===== src/cpfq_pkg.sv =====
package cpfq_pkg;

	localparam int QUEUE_SLOTS_DEF = 16;
	localparam int MAX_POP_DEF     = 16;
	localparam int RESULT_CAP      = 16;
	localparam int NUM_COUNTERS    = 7;
	localparam int CFG_DATA_W      = 16;
	localparam int LIMIT_W         = 5;
	localparam logic [3:0] FRAME_DLC = 4'd8;

	typedef enum logic [1:0] {
		CMD_FRAME,
		CMD_POP,
		CMD_SNAP,
		CMD_STAT
	} cmd_t;

	typedef enum logic [1:0] {
		REG_ENABLE,
		REG_RX_BUS,
		REG_RX_ID,
		REG_TIMEOUT
	} reg_idx_t;

	typedef enum logic [2:0] {
		CNT_TYPE,
		CNT_BUS,
		CNT_ID,
		CNT_DLC,
		CNT_VALID,
		CNT_DROP,
		CNT_QUEUED
	} cnt_idx_t;

	typedef enum logic [2:0] {
		OP_ACCEPT,
		OP_REJ_TYPE,
		OP_REJ_BUS,
		OP_REJ_ID,
		OP_REJ_DLC,
		OP_POP,
		OP_SNAP,
		OP_STAT
	} op_t;

	typedef struct packed {
		logic        meter_enable;
		logic [1:0]  rx_bus;
		logic [10:0] rx_id;
		logic [15:0] fresh_timeout;
	} cfg_t;

	typedef struct packed {
		logic [1:0]         cmd;
		logic [1:0]         bus;
		logic [10:0]        std_id;
		logic [3:0]         dlc;
		logic [7:0]         frame_flags;
		logic [31:0]        payload;
		logic [31:0]        time_ms;
		logic [LIMIT_W-1:0] pop_limit;
		logic [2:0]         stat_index;
	} req_t;

	typedef struct packed {
		logic [15:0] raw_voltage;
		logic [15:0] raw_current;
		logic [31:0] power_raw;
		logic [31:0] sample_time;
		logic [31:0] sequence_res;
		logic        fresh;
		logic        sample_valid;
		logic [31:0] stat_value;
		logic        last;
	} res_t;

	typedef struct packed {
		op_t                op;
		logic [31:0]        payload;
		logic [31:0]        time_ms;
		logic [LIMIT_W-1:0] pop_limit;
		logic [2:0]         stat_index;
	} job_t;

	function automatic logic cfg_active(cfg_t c);
		return c.meter_enable && (c.rx_bus != 2'd0) && (c.fresh_timeout != 16'd0);
	endfunction

	function automatic logic [31:0] meas_power(logic [31:0] meas);
		return {16'd0, meas[15:0]} * {16'd0, meas[31:16]};
	endfunction

endpackage


===== src/cpfq_stream_if.sv =====
interface cpfq_stream_if #(
	parameter type T = logic
) ();
	logic valid;
	logic ready;
	T     data;

	modport source (output valid, output data, input ready);
	modport sink (input valid, input data, output ready);
endinterface


===== src/cpfq_ram.sv =====
module cpfq_ram #(
	parameter int WIDTH = 32,
	parameter int DEPTH = 16,
	localparam int AW = $clog2(DEPTH)
) (
	input  logic             clk,
	input  logic             we,
	input  logic [AW-1:0]    waddr,
	input  logic [WIDTH-1:0] wdata,
	input  logic             re,
	input  logic [AW-1:0]    raddr,
	output logic [WIDTH-1:0] rdata
);

	logic [WIDTH-1:0] mem_q [DEPTH];

	always_ff @(posedge clk) begin
		if (we) begin
			mem_q[waddr] <= wdata;
		end
		if (re) begin
			rdata <= mem_q[raddr];
		end
	end

endmodule


===== src/cpfq_front.sv =====
module cpfq_front import cpfq_pkg::*; (
	input  logic            clk,
	input  logic            arst_n,
	input  cfg_t            cfg,
	cpfq_stream_if.sink     request,
	output logic            job_valid,
	output job_t            job,
	input  logic            job_ready
);

	job_t       fifo_q [2];
	logic       wr_ptr_q;
	logic       rd_ptr_q;
	logic [1:0] fill_q;
	job_t       job_new;
	logic       take;
	logic       push;
	logic       pop;

	// classify the incoming item
	always_comb begin
		job_new.payload    = request.data.payload;
		job_new.time_ms    = request.data.time_ms;
		job_new.pop_limit  = request.data.pop_limit;
		job_new.stat_index = request.data.stat_index;
		case (cmd_t'(request.data.cmd))
			CMD_FRAME: begin
				if (request.data.frame_flags != 8'd0) begin
					job_new.op = OP_REJ_TYPE;
				end else if (request.data.bus != cfg.rx_bus) begin
					job_new.op = OP_REJ_BUS;
				end else if (request.data.std_id != cfg.rx_id) begin
					job_new.op = OP_REJ_ID;
				end else if (request.data.dlc != FRAME_DLC) begin
					job_new.op = OP_REJ_DLC;
				end else begin
					job_new.op = OP_ACCEPT;
				end
			end
			CMD_POP:  job_new.op = OP_POP;
			CMD_SNAP: job_new.op = OP_SNAP;
			default:  job_new.op = OP_STAT;
		endcase
	end

	assign request.ready = (fill_q != 2'd2);
	assign take          = request.valid && request.ready;
	// frames seen while inactive vanish here
	assign push          = take && !((cmd_t'(request.data.cmd) == CMD_FRAME) && !cfg_active(cfg));
	assign job_valid     = (fill_q != 2'd0);
	assign job           = fifo_q[rd_ptr_q];
	assign pop           = job_valid && job_ready;

	always_ff @(posedge clk or negedge arst_n) begin
		if (!arst_n) begin
			wr_ptr_q <= 1'b0;
			rd_ptr_q <= 1'b0;
			fill_q   <= 2'd0;
		end else begin
			if (push) begin
				wr_ptr_q <= ~wr_ptr_q;
			end
			if (pop) begin
				rd_ptr_q <= ~rd_ptr_q;
			end
			fill_q <= fill_q + 2'(push) - 2'(pop);
		end
	end

	always_ff @(posedge clk) begin
		if (push) begin
			fifo_q[wr_ptr_q] <= job_new;
		end
	end

endmodule


===== src/cpfq_back.sv =====
module cpfq_back import cpfq_pkg::*; #(
	parameter int QUEUE_SLOTS = QUEUE_SLOTS_DEF,
	parameter int MAX_POP     = MAX_POP_DEF
) (
	input  logic            clk,
	input  logic            arst_n,
	input  cfg_t            cfg,
	input  logic            job_valid,
	input  job_t            job,
	output logic            job_ready,
	cpfq_stream_if.source   result
);

	localparam int PTR_W   = $clog2(QUEUE_SLOTS);
	localparam int POP_CAP = (MAX_POP < RESULT_CAP) ? MAX_POP : RESULT_CAP;
	localparam int SLOT_W  = 96;
	localparam logic [PTR_W-1:0]   LAST_SLOT = PTR_W'(QUEUE_SLOTS - 1);
	localparam logic [LIMIT_W-1:0] CAP_LIM   = LIMIT_W'(POP_CAP);

	typedef enum logic {
		ST_IDLE,
		ST_POP
	} state_t;

	state_t             state_q;
	logic [PTR_W-1:0]   head_q;
	logic [PTR_W-1:0]   tail_q;
	logic [31:0]        snap_meas_q;
	logic [31:0]        snap_time_q;
	logic [31:0]        snap_seq_q;
	logic [31:0]        counters_q [NUM_COUNTERS];
	logic [LIMIT_W-1:0] limit_q;
	logic [LIMIT_W-1:0] cnt_q;
	res_t               out_q;
	logic               out_vld_q;

	logic [PTR_W-1:0]   head_next;
	logic [PTR_W-1:0]   tail_next;
	logic               q_empty;
	logic               q_full;
	logic [LIMIT_W-1:0] limit_in;
	logic [31:0]        valid_next;
	logic [31:0]        age;
	logic               fresh;
	logic               out_free;
	logic               frame_op;
	logic               job_take;
	logic               start_pop;
	logic               emit_samp;
	logic               samp_last;
	logic               ram_we;
	logic               ram_re;
	logic [PTR_W-1:0]   ram_raddr;
	logic [SLOT_W-1:0]  ram_wdata;
	logic [SLOT_W-1:0]  ram_rdata;
	logic               out_load;
	res_t               out_new;

	cpfq_ram #(
		.WIDTH (SLOT_W),
		.DEPTH (QUEUE_SLOTS)
	) u_ring (
		.clk   (clk),
		.we    (ram_we),
		.waddr (head_q),
		.wdata (ram_wdata),
		.re    (ram_re),
		.raddr (ram_raddr),
		.rdata (ram_rdata)
	);

	assign head_next  = (head_q == LAST_SLOT) ? '0 : head_q + PTR_W'(1);
	assign tail_next  = (tail_q == LAST_SLOT) ? '0 : tail_q + PTR_W'(1);
	assign q_empty    = (head_q == tail_q);
	assign q_full     = (head_next == tail_q);
	assign limit_in   = (job.pop_limit > CAP_LIM) ? CAP_LIM : job.pop_limit;
	assign valid_next = counters_q[CNT_VALID] + 32'd1;
	assign age        = job.time_ms - snap_time_q;
	assign fresh      = cfg_active(cfg) && (snap_seq_q != 32'd0)
		&& (age <= {16'd0, cfg.fresh_timeout});
	assign out_free   = !out_vld_q || result.ready;
	assign frame_op   = (job.op == OP_ACCEPT) || (job.op == OP_REJ_TYPE)
		|| (job.op == OP_REJ_BUS) || (job.op == OP_REJ_ID) || (job.op == OP_REJ_DLC);
	assign job_ready  = (state_q == ST_IDLE) && (frame_op || out_free);
	assign job_take   = job_valid && job_ready;
	assign start_pop  = job_take && (job.op == OP_POP) && (limit_in != '0) && !q_empty;
	assign emit_samp  = (state_q == ST_POP) && out_free;
	assign samp_last  = ((cnt_q + LIMIT_W'(1)) == limit_q) || (tail_next == head_q);
	assign ram_we     = job_take && (job.op == OP_ACCEPT) && !q_full;
	assign ram_wdata  = {valid_next, job.time_ms, job.payload};
	assign ram_re     = start_pop || (emit_samp && !samp_last);
	assign ram_raddr  = (state_q == ST_POP) ? tail_next : tail_q;

	always_comb begin
		out_new  = '0;
		out_load = 1'b0;
		if (emit_samp) begin
			out_new.raw_voltage  = ram_rdata[15:0];
			out_new.raw_current  = ram_rdata[31:16];
			out_new.power_raw    = meas_power(ram_rdata[31:0]);
			out_new.sample_time  = ram_rdata[63:32];
			out_new.sequence_res = ram_rdata[95:64];
			out_new.sample_valid = 1'b1;
			out_new.last         = samp_last;
			out_load             = 1'b1;
		end else if (job_take) begin
			case (job.op)
				OP_POP: begin
					// nothing to pop: one empty result
					if (!start_pop) begin
						out_new.last = 1'b1;
						out_load     = 1'b1;
					end
				end
				OP_SNAP: begin
					out_new.raw_voltage  = snap_meas_q[15:0];
					out_new.raw_current  = snap_meas_q[31:16];
					out_new.power_raw    = meas_power(snap_meas_q);
					out_new.sample_time  = snap_time_q;
					out_new.sequence_res = snap_seq_q;
					out_new.fresh        = fresh;
					out_new.sample_valid = (snap_seq_q != 32'd0);
					out_new.last         = 1'b1;
					out_load             = 1'b1;
				end
				OP_STAT: begin
					out_new.stat_value = (job.stat_index < 3'(NUM_COUNTERS))
						? counters_q[job.stat_index] : 32'd0;
					out_new.last       = 1'b1;
					out_load           = 1'b1;
				end
				default: begin
					out_load = 1'b0;
				end
			endcase
		end
	end

	always_ff @(posedge clk or negedge arst_n) begin
		if (!arst_n) begin
			state_q     <= ST_IDLE;
			head_q      <= '0;
			tail_q      <= '0;
			snap_meas_q <= '0;
			snap_time_q <= '0;
			snap_seq_q  <= '0;
			limit_q     <= '0;
			cnt_q       <= '0;
			out_vld_q   <= 1'b0;
			for (int i = 0; i < NUM_COUNTERS; i++) begin
				counters_q[i] <= '0;
			end
		end else begin
			if (job_take) begin
				case (job.op)
					OP_REJ_TYPE: counters_q[CNT_TYPE] <= counters_q[CNT_TYPE] + 32'd1;
					OP_REJ_BUS:  counters_q[CNT_BUS]  <= counters_q[CNT_BUS] + 32'd1;
					OP_REJ_ID:   counters_q[CNT_ID]   <= counters_q[CNT_ID] + 32'd1;
					OP_REJ_DLC:  counters_q[CNT_DLC]  <= counters_q[CNT_DLC] + 32'd1;
					OP_ACCEPT: begin
						snap_meas_q           <= job.payload;
						snap_time_q           <= job.time_ms;
						snap_seq_q            <= valid_next;
						counters_q[CNT_VALID] <= valid_next;
						if (q_full) begin
							counters_q[CNT_DROP] <= counters_q[CNT_DROP] + 32'd1;
						end else begin
							head_q                 <= head_next;
							counters_q[CNT_QUEUED] <= counters_q[CNT_QUEUED] + 32'd1;
						end
					end
					OP_POP: begin
						if (start_pop) begin
							state_q <= ST_POP;
							limit_q <= limit_in;
							cnt_q   <= '0;
						end
					end
					default: begin
						state_q <= state_q;
					end
				endcase
			end
			if (emit_samp) begin
				tail_q <= tail_next;
				cnt_q  <= cnt_q + LIMIT_W'(1);
				if (samp_last) begin
					state_q <= ST_IDLE;
				end
			end
			if (out_load) begin
				out_vld_q <= 1'b1;
			end else if (result.ready) begin
				out_vld_q <= 1'b0;
			end
		end
	end

	always_ff @(posedge clk) begin
		if (out_load) begin
			out_q <= out_new;
		end
	end

	assign result.valid = out_vld_q;
	assign result.data  = out_q;

	a_pop_nonempty: assert property (@(posedge clk) disable iff (!arst_n)
		(state_q == ST_POP) |-> (head_q != tail_q))
		else $error("pop in progress on an empty ring");

	a_pop_count: assert property (@(posedge clk) disable iff (!arst_n)
		(state_q == ST_POP) |-> (cnt_q < limit_q))
		else $error("pop ran past its limit");

	a_no_overwrite: assert property (@(posedge clk) disable iff (!arst_n)
		ram_we |-> (head_next != tail_q))
		else $error("write into the reserved empty slot");

	a_tail_moves: assert property (@(posedge clk) disable iff (!arst_n)
		emit_samp |=> (tail_q != $past(tail_q)))
		else $error("sample sent without advancing tail");

endmodule


===== src/can_power_frame_filter_queue.sv =====
// CAN power meter frame filter and sample ring.
// request channel: one item per command (frame, pop, snapshot query, statistic read).
// result channel: the results of each item, the final one marked by last; frames
// give no result.
// config port: cfg_wen writes cfg_wdata into the register named by cfg_index
// (enable, bus, identifier, freshness timeout); write only while the block is idle.
// a two-entry command queue sits between the classifier and the executing back end,
// so the request side keeps going while a result waits at the output register.
// frame: classified on accept, held in the command queue, then applied to counters, snapshot and ring.
// query or statistic read: result registered in the output register once the back end takes the item.
// pop: first sample after a ring memory read, then one sample per cycle while the output
// register is free; an empty pop gives one empty result.
// sustained rate: one command per cycle in the back end while no pop is in progress and the output register is free.
// reset clears registers, counters, snapshot and ring pointers; ring contents are
// not cleared and need no clearing pass.
// when the receiver stalls the output register holds, the back end waits and the
// command queue absorbs up to two more items before request ready drops.
module can_power_frame_filter_queue import cpfq_pkg::*; #(
	parameter int QUEUE_SLOTS = QUEUE_SLOTS_DEF,
	parameter int MAX_POP     = MAX_POP_DEF
) (
	input  logic                  clk,
	input  logic                  arst_n,
	input  logic                  cfg_wen,
	input  logic [1:0]            cfg_index,
	input  logic [CFG_DATA_W-1:0] cfg_wdata,
	cpfq_stream_if.sink           request,
	cpfq_stream_if.source         result
);

	cfg_t cfg_q;
	logic job_valid;
	logic job_ready;
	job_t job;

	always_ff @(posedge clk or negedge arst_n) begin
		if (!arst_n) begin
			cfg_q <= '0;
		end else if (cfg_wen) begin
			case (reg_idx_t'(cfg_index))
				REG_ENABLE:  cfg_q.meter_enable  <= cfg_wdata[0];
				REG_RX_BUS:  cfg_q.rx_bus        <= cfg_wdata[1:0];
				REG_RX_ID:   cfg_q.rx_id         <= cfg_wdata[10:0];
				REG_TIMEOUT: cfg_q.fresh_timeout <= cfg_wdata[15:0];
				default:     cfg_q               <= cfg_q;
			endcase
		end
	end

	cpfq_front u_front (
		.clk       (clk),
		.arst_n    (arst_n),
		.cfg       (cfg_q),
		.request   (request),
		.job_valid (job_valid),
		.job       (job),
		.job_ready (job_ready)
	);

	cpfq_back #(
		.QUEUE_SLOTS (QUEUE_SLOTS),
		.MAX_POP     (MAX_POP)
	) u_back (
		.clk       (clk),
		.arst_n    (arst_n),
		.cfg       (cfg_q),
		.job_valid (job_valid),
		.job       (job),
		.job_ready (job_ready),
		.result    (result)
	);

endmodule


===== src/flat_wrapper.sv =====
// flat-port wrapper written by rule: the top's interface ports become plain ports
module can_power_frame_filter_queue_flat import cpfq_pkg::*;
#(
	parameter int QUEUE_SLOTS = QUEUE_SLOTS_DEF,
	parameter int MAX_POP     = MAX_POP_DEF
)
  (clk, arst_n, cfg_wen, cfg_index, cfg_wdata, request_valid, request_data, request_ready, result_valid, result_data, result_ready);
  cpfq_stream_if #(.T(req_t)) request_i ();
  cpfq_stream_if #(.T(res_t)) result_i ();
  input  logic clk;
  input  logic arst_n;
  input  logic cfg_wen;
  input  logic [1:0] cfg_index;
  input  logic [CFG_DATA_W-1:0] cfg_wdata;
  input wire logic [$bits(request_i.valid)-1:0] request_valid;
  input wire logic [$bits(request_i.data)-1:0] request_data;
  output wire logic [$bits(request_i.ready)-1:0] request_ready;
  output wire logic [$bits(result_i.valid)-1:0] result_valid;
  output wire logic [$bits(result_i.data)-1:0] result_data;
  input wire logic [$bits(result_i.ready)-1:0] result_ready;
  assign request_i.valid = request_valid;
  assign request_i.data = request_data;
  assign request_ready = request_i.ready;
  assign result_valid = result_i.valid;
  assign result_data = result_i.data;
  assign result_i.ready = result_ready;
  can_power_frame_filter_queue #(.QUEUE_SLOTS(QUEUE_SLOTS), .MAX_POP(MAX_POP)) u_core (.clk(clk), .arst_n(arst_n), .cfg_wen(cfg_wen), .cfg_index(cfg_index), .cfg_wdata(cfg_wdata), .request(request_i), .result(result_i));
endmodule

===== config.mk =====
export PLATFORM = sky130hd
export DESIGN_NAME = can_power_frame_filter_queue_flat
export DESIGN_NICKNAME = d
export VERILOG_FILES = /design/src/cpfq_pkg.sv /design/src/cpfq_stream_if.sv /design/src/cpfq_ram.sv /design/src/cpfq_front.sv /design/src/cpfq_back.sv /design/src/can_power_frame_filter_queue.sv /design/src/flat_wrapper.sv
export SDC_FILE = /design/constraint.sdc
export NUM_CORES = 2
export LEC_CHECK = 0
export BUFFER_PORTS_ARGS = -buffer_cell sky130_fd_sc_hd__buf_2
export CELL_PAD_IN_SITES_DETAIL_PLACEMENT = 0
export CELL_PAD_IN_SITES_GLOBAL_PLACEMENT = 1
export CORE_MARGIN = 2
export CORE_UTILIZATION = 31
export CTS_CLUSTER_SIZE = 8
export DETAILED_ROUTE_END_ITERATION = 8
export GPL_TIMING_DRIVEN = 0
export MAX_ROUTING_LAYER = met4
export PLACE_DENSITY_LB_ADDON = 0.08
export SYNTH_ARGS = -nofsm -noshare
export SYNTH_HDL_FRONTEND = slang
export SYNTH_SLANG_ARGS = --single-unit

===== constraint.sdc =====
create_clock -name clk -period 11.15 [get_ports clk]
set_input_delay 1.6725 -clock clk [delete_from_list [all_inputs] [get_ports clk]]
set_output_delay 1.6725 -clock clk [all_outputs]
set_load 0.02 [all_outputs]

# After elaboration in Yosys (flattened, before gate mapping)
# Memory sizes are Yosys's and may differ from the RTL's. A register that Yosys moved wholly into a read port is not among the register bits.
# Index checks and enable logic that the tools add are counted.
# Widths: inputs -> output; s select.
# totals
register_bits,505
latchBits,0
mem_bits_rw,1686
romBits,0
inputBits,122
output_inout_bits,165
elab_cells,179
memories,2
# classes
add_sub_neg,13
multipliers,2
n_div,0
order_cmp,4
n_eq_ne,22
shift,0
muxes,37
bitwise,9
n_reduce_logical,59
# memory_table
name,depth,word_bits,rd,rd_ports_with_merged_regs,wr,line,rtl
u_core.u_back.u_ring.mem_q,16,96,1,1,1,cpfq_ram.sv:15,logic [WIDTH-1:0] mem_q [DEPTH];
u_core.u_front.fifo_q,2,75,1,0,1,cpfq_front.sv:11,job_t fifo_q [2];
# ops
op,count
$add 32x1->32 const B,7
$mux 163,1
$mux 130,1
$mux 128,1
$mux 32,4
$bmux 32 s3,1
$mul 16x16->32,2
$le 32x16->1,1
$reduce_bool 32->1,1
$sub 32x32->32,1
$mux 5,5
$reduce_and 2->1,9
$logic_and 1x1->1,16
$reduce_bool 16->1,1
$mux 1,15
$eq 3x3->1 const B,4
$eq 4x4->1,3
$mux 3,4
$mux 4,3
$reduce_and 3->1,4
$reduce_bool 2->1,6
$ne 11x11->1,1
$pmux 3 s3,1
$add 4x1->4 const B,2
27 further kinds,52

# Depth between registers and ports, before layout
# An unclocked memory read counts as a cell.
# depth
depth_word,17
ltp_mapped,26
ltp_nobuf,24

# By module
# From an unflattened synthesis, not the netlist that was laid out.
# hier_totals
cells_unflattened,7013
hier_area_um2,108446.5
# modules_own_cells
module,instances,cells_per_inst,area_each_um2,seq_area_each_um2
cpfq_ram,1,2460,60315.3,49007.0
cpfq_back,1,4189,40968.0,12602.1
cpfq_front,1,298,5936.9,4604.4
can_power_frame_filter_queue,1,66,1226.2,750.7

# Worst setup path after synthesis
# OpenSTA, ideal clock, no wires.
# synth_timing
path_kind,reg2reg
from,reg u_core.u_front.rd_ptr_q
to,"mem u_core.u_back.u_ring.mem_q[4][0] (netlist bit), enable pin"
setup_time_ps,688
arrival_ps,8740
required_ps,10462
slack_ps,1722
path_stages_with_launch,10
n_path_buf,3
synth_period_minus_slack_ps,9428
path_cell_list,dfrtp_1 buf_4 buf_2 nor3_1 a21oi_1 nor3_2 and2_0 clkbuf_1 nand2_1 nor3b_1
# synth_via
elab_chain_len,13
word_cells_on_any_way,17
classes_between,4 x eq/ne; 2 x mux; 10 x reduce/logical; 1 x memory
# synth_rtl
item,line,rtl
from (decl),cpfq_front.sv:13,logic rd_ptr_q;
from (signal assigned),cpfq_front.sv:64,rd_ptr_q <= ~rd_ptr_q;
$mem_v2 2x75 (*),n/a,
$eq 3x1->1 or $logic_not 3->1 (tied branches),"cpfq_back.sv:82, cpfq_back.sv:89",
$logic_or 1x1->1,cpfq_back.sv:82,assign frame_op = (job.op == OP_ACCEPT) || (job.op == OP_REJ_TYPE)
$logic_or 1x1->1 (3 in a row),cpfq_back.sv:83,|| (job.op == OP_REJ_BUS) || (job.op == OP_REJ_ID) || (job.op == OP_REJ_DLC);
$logic_or 1x1->1,cpfq_back.sv:84,assign job_ready = (state_q == ST_IDLE) && (frame_op || out_free);
$logic_and 1x1->1,cpfq_back.sv:84,
$logic_and 1x1->1,cpfq_back.sv:85,assign job_take = job_valid && job_ready;
$logic_and 1x1->1 (*) (2 in a row),cpfq_back.sv:89,assign ram_we = job_take && (job.op == OP_ACCEPT) && !q_full;
$mux 1 (*),cpfq_ram.sv:18,if (we) begin
$mux 1 (not written as such) (*),cpfq_ram.sv:19,mem_q[waddr] <= wdata;
to (decl),cpfq_ram.sv:15,
# Mark *: on every way between the ends. The rest lies on a longest branch, timed or not.

# Worst setup path in the final report
# layout_timing
from,reg u_core.u_front.rd_ptr_q
to,"reg u_core.u_back.out_q (netlist bit u_core.u_back.result.data[34]), data pin"
# layout_via
elab_chain_len,11
word_cells_on_any_way,20
classes_between,1 x add/sub; 1 x order compare; 5 x eq/ne; 2 x bitwise; 10 x reduce/logical; 1 x memory
# layout_rtl
item,line,rtl
$mem_v2 2x75 (*),n/a,
branches (longest 10 deep; another with $sub 32x32->32),n/a,
to (signal assigned),cpfq_back.sv:201,out_q <= out_new;
to (decl),cpfq_back.sv:34,res_t out_q;
# Mark *: on every way between the ends.
# A chain may end at the register's enable or synchronous reset.

==> results_dict.tcl <==
set metrics [dict create \
    io_pins 287 \
    grt.total_usage_pct 21.4 \
    drive_above_1_share_pct 16.6 \
    tightestPinTransition_ps 1400 \
    grt_pass1_vias 68000 \
    gp_congestion 0.815 \
    synth_seq_area_share_pct 61.5 \
    cts_buffers 328 \
    grt_start_max_net_pins 78 \
    slew_violations 0 \
    relSlewSlack_pct 6.85 \
    cts_tree "done" \
    syn_area_um2 109000 \
    start_kind "flop" \
    synth-seq-cells 2287 \
    crit_arrival_ps 10000 \
    syn_inst 7352 \
    drc 0 \
    cts_root_buf "clkbuf_16" \
    overflow 0 \
    grt_pass1_wl_um 525000 \
    cp_max_fo 10 \
    holdBufCountCts 0 \
    clock_latency_ps 950 \
    rows 217 \
    r2r_slack_ps 1880 \
    clockBufferDepth 4 \
    worstSetupPathType "reg -> reg" \
    instances_no_fill 12800 \
    firstDrtPassIters 6 \
    syn-num-nets 8136 \
    cts.clk_slew.worst_paths_ps 50 \
    place_hpwl_um 267000 \
    synth_area_leader_cell "edfxtp_1" \
    area_growth_syn_to_layout_pct 17.0 \
    synth_flop_cell "edfxtp_1" \
    async_reset_ff_share_pct 15.0 \
    die_x_um 596 \
    final_hold_viol_count 0 \
    cp_slowest_stage_delay_ps 1090 \
    synth_edf_count 1945 \
    cts_resized 0 \
    setup_ws_ps 1880 \
    status "complete, no violations" \
    end_kind "flop" \
    placed_cells 12300 \
    wl_per_cell_um 29.0 \
    finClkSkew_ps 81.5 \
    clkSinkCount 2287 \
    netlist.area_leader.share_pct 53.7 \
    portBuffers 286 \
    fillers 33400 \
    max-cap-violations 0 \
    post-route-util_pct 36.4 \
    ctsHtreeMaxLevel 5 \
    vias 64300 \
    chipHeight_um 596 \
    min_path_type "reg -> reg" \
    slowest_stage "mux2i_1" \
    ys_types 77 \
    syn_avg_cell_area_um2 14.8 \
    wirelength_um 373000 \
    cp.required_ps 11880 \
    cts_setup_buffers 0 \
    max_freq_ghz 0.108 \
    start_util_pct 31.1 \
    setup-violations-final 0 \
    period_minus_slack_ps 9270 \
    core_um2 349000 \
    antenna_found_initial 29 \
    final_antenna_net_count 0 \
    drt_iter0_drc 4755 \
    vias_per_cell 5.01 \
    final_nets 8858 \
    min_period_over_period_pct 83.1 \
    rsz0062_at_grt "false" \
    dieArea_um2 356000 \
    pre_cts_ws_ps 1860 \
    synth_top_cells_by_area "edfxtp_1, mux4_2, dfrtp_1" \
    yosysWarnings 0 \
]
cell families (layout without fill, tap and decap cells):
| kind of cell | count (synthesis) | after routing | synth area share (%) |
|---|---|---|---|
| adder cells (fa/ha/maj) | 662 | 662 | 10.3 |
| XOR/XNOR | 360 | 360 | 2.90 |
| AO/OA/AOI/OAI | 800 | 800 | 4.80 |
| AND/OR/NAND/NOR | 1771 | 1771 | 7.68 |
| flip-flops | 2287 | 2287 | 61.5 |
| other | 0 | 12 | 0 |
| multiplexers | 537 | 537 | 9.52 |
| buffers and inverters | 935 | 1820 | 3.26 |
cells in the final DEF, fill, tap and decap left out, types with 11 or more instances in the layout:
cell type	count
nand3_1	158
clkbuf_2	17
nor4_1	22
dfrtp_1	342
and3_1	40
clkbuf_16	331
nand2_1	897
mux2_2	140
buf_16	28
nand2b_1	14
a22o_1	65
a31oi_1	112
ha_1	273
a21oi_1	184
o211ai_1	16
o22ai_1	26
inv_1	563
xnor2_1	223
and4_1	15
diode_2	12
buf_6	51
xor2_1	136
and2_1	335
buf_2	311
nor2_1	128
mux2i_1	11
a21o_1	46
edfxtp_1	1945
o21ai_0	138
buf_1	29
buf_12	20
o21bai_1	13
fa_1	389
mux4_2	384
a211oi_1	144
nor2b_1	12
nand4_1	58
nor3_1	34
clkbuf_1	429
synth_stat cells, types with 65 or more instances:
master / number
a211oi_1: 144
a21oi_1: 184
a22o_1: 65
a31oi_1: 112
and2_1: 343
clkbuf_1: 315
dfrtp_1: 342
edfxtp_1: 1945
fa_1: 389
ha_1: 273
inv_1: 563
mux2_2: 140
mux4_2: 384
nand2_1: 898
nand3_1: 158
nor2_1: 130
o21ai_0: 138
xnor2_1: 224
xor2_1: 136
worst paths after layout:
kind,cells after the start,start,endpoint
min reg2reg,1,u_core.u_back.counters_q[63]$_DFFE_PN0P_,u_core.u_back.counters_q[63]$_DFFE_PN0P_
max reg2reg,26,u_core.u_front.rd_ptr_q$_DFFE_PN0P_,u_core.u_back.result.data[34]$_SDFFCE_PP0P_
min,1,u_core.u_back.counters_q[63]$_DFFE_PN0P_,u_core.u_back.counters_q[63]$_DFFE_PN0P_
max,26,u_core.u_front.rd_ptr_q$_DFFE_PN0P_,u_core.u_back.result.data[34]$_SDFFCE_PP0P_
max in group asynchronous,4,arst_n,u_core.u_back.counters_q[72]$_DFFE_PN0P_
min in group asynchronous,1,arst_n,u_core.u_back.counters_q[153]$_DFFE_PN0P_
flip-flops by register name (all words and copies together) (netlist names), 5 cells and up:
signal and count:
u_core.cfg_q 30, u_core.u_back.cnt_q 5, u_core.u_back.counters_q 224, u_core.u_back.limit_q 5, u_core.u_back.result.data 163, u_core.u_back.snap_meas_q 32
u_core.u_back.snap_time_q 32, u_core.u_back.u_ring.mem_q 1536, u_core.u_back.u_ring.rdata 96, u_core.u_front.fifo_q 150
stage by stage:
step / TNS (ps) / hold slack [ps] / cell area [µm²]
final: 0 / 481 / 127000
after global routing: 0 / 502 / 127000
after CTS: 0 / 486 / 127000
after detailed placement: 0 / 468 / 118000
after global placement: -4328110 / 461 / 116000
after floorplan: 0 / 441 / 109000
per-layer routing:
layer,wire length (µm),track usage (%)
met5,0,-
met1,163000,27.9
met2,185000,35.8
met3,15900,2.45
met4,9140,5.11
area by class of cell:
class	count	area [µm²]	area share [%]
plain buffers	372	1450	1.14
repair buffers	392	3280	2.58
well taps	4599	5750	4.52
inverters	563	2110	1.66
clock buffers	462	8780	6.90
multi-input cells	4130	38400	30.2
diodes	12	30.0	0.0236
clock inverters	31	507	0.398
flip-flops and latches	2287	67000	52.6
critical path, delay by kind of cell, from the launching register on:
family	cells	cell delay (ps)
muxes	1	1090
DFF	1	310
and+or+nand+nor	6	1730
AOI/OAI and AO/OA	10	2410
buffers and inverters	5	2310
adders and majority gates	3	1030
xor gates and xnor gates	1	130
Power is left out: the tool's default activity adds up to more than one toggle a clock period on the data nets, which glitch-free logic cannot reach.
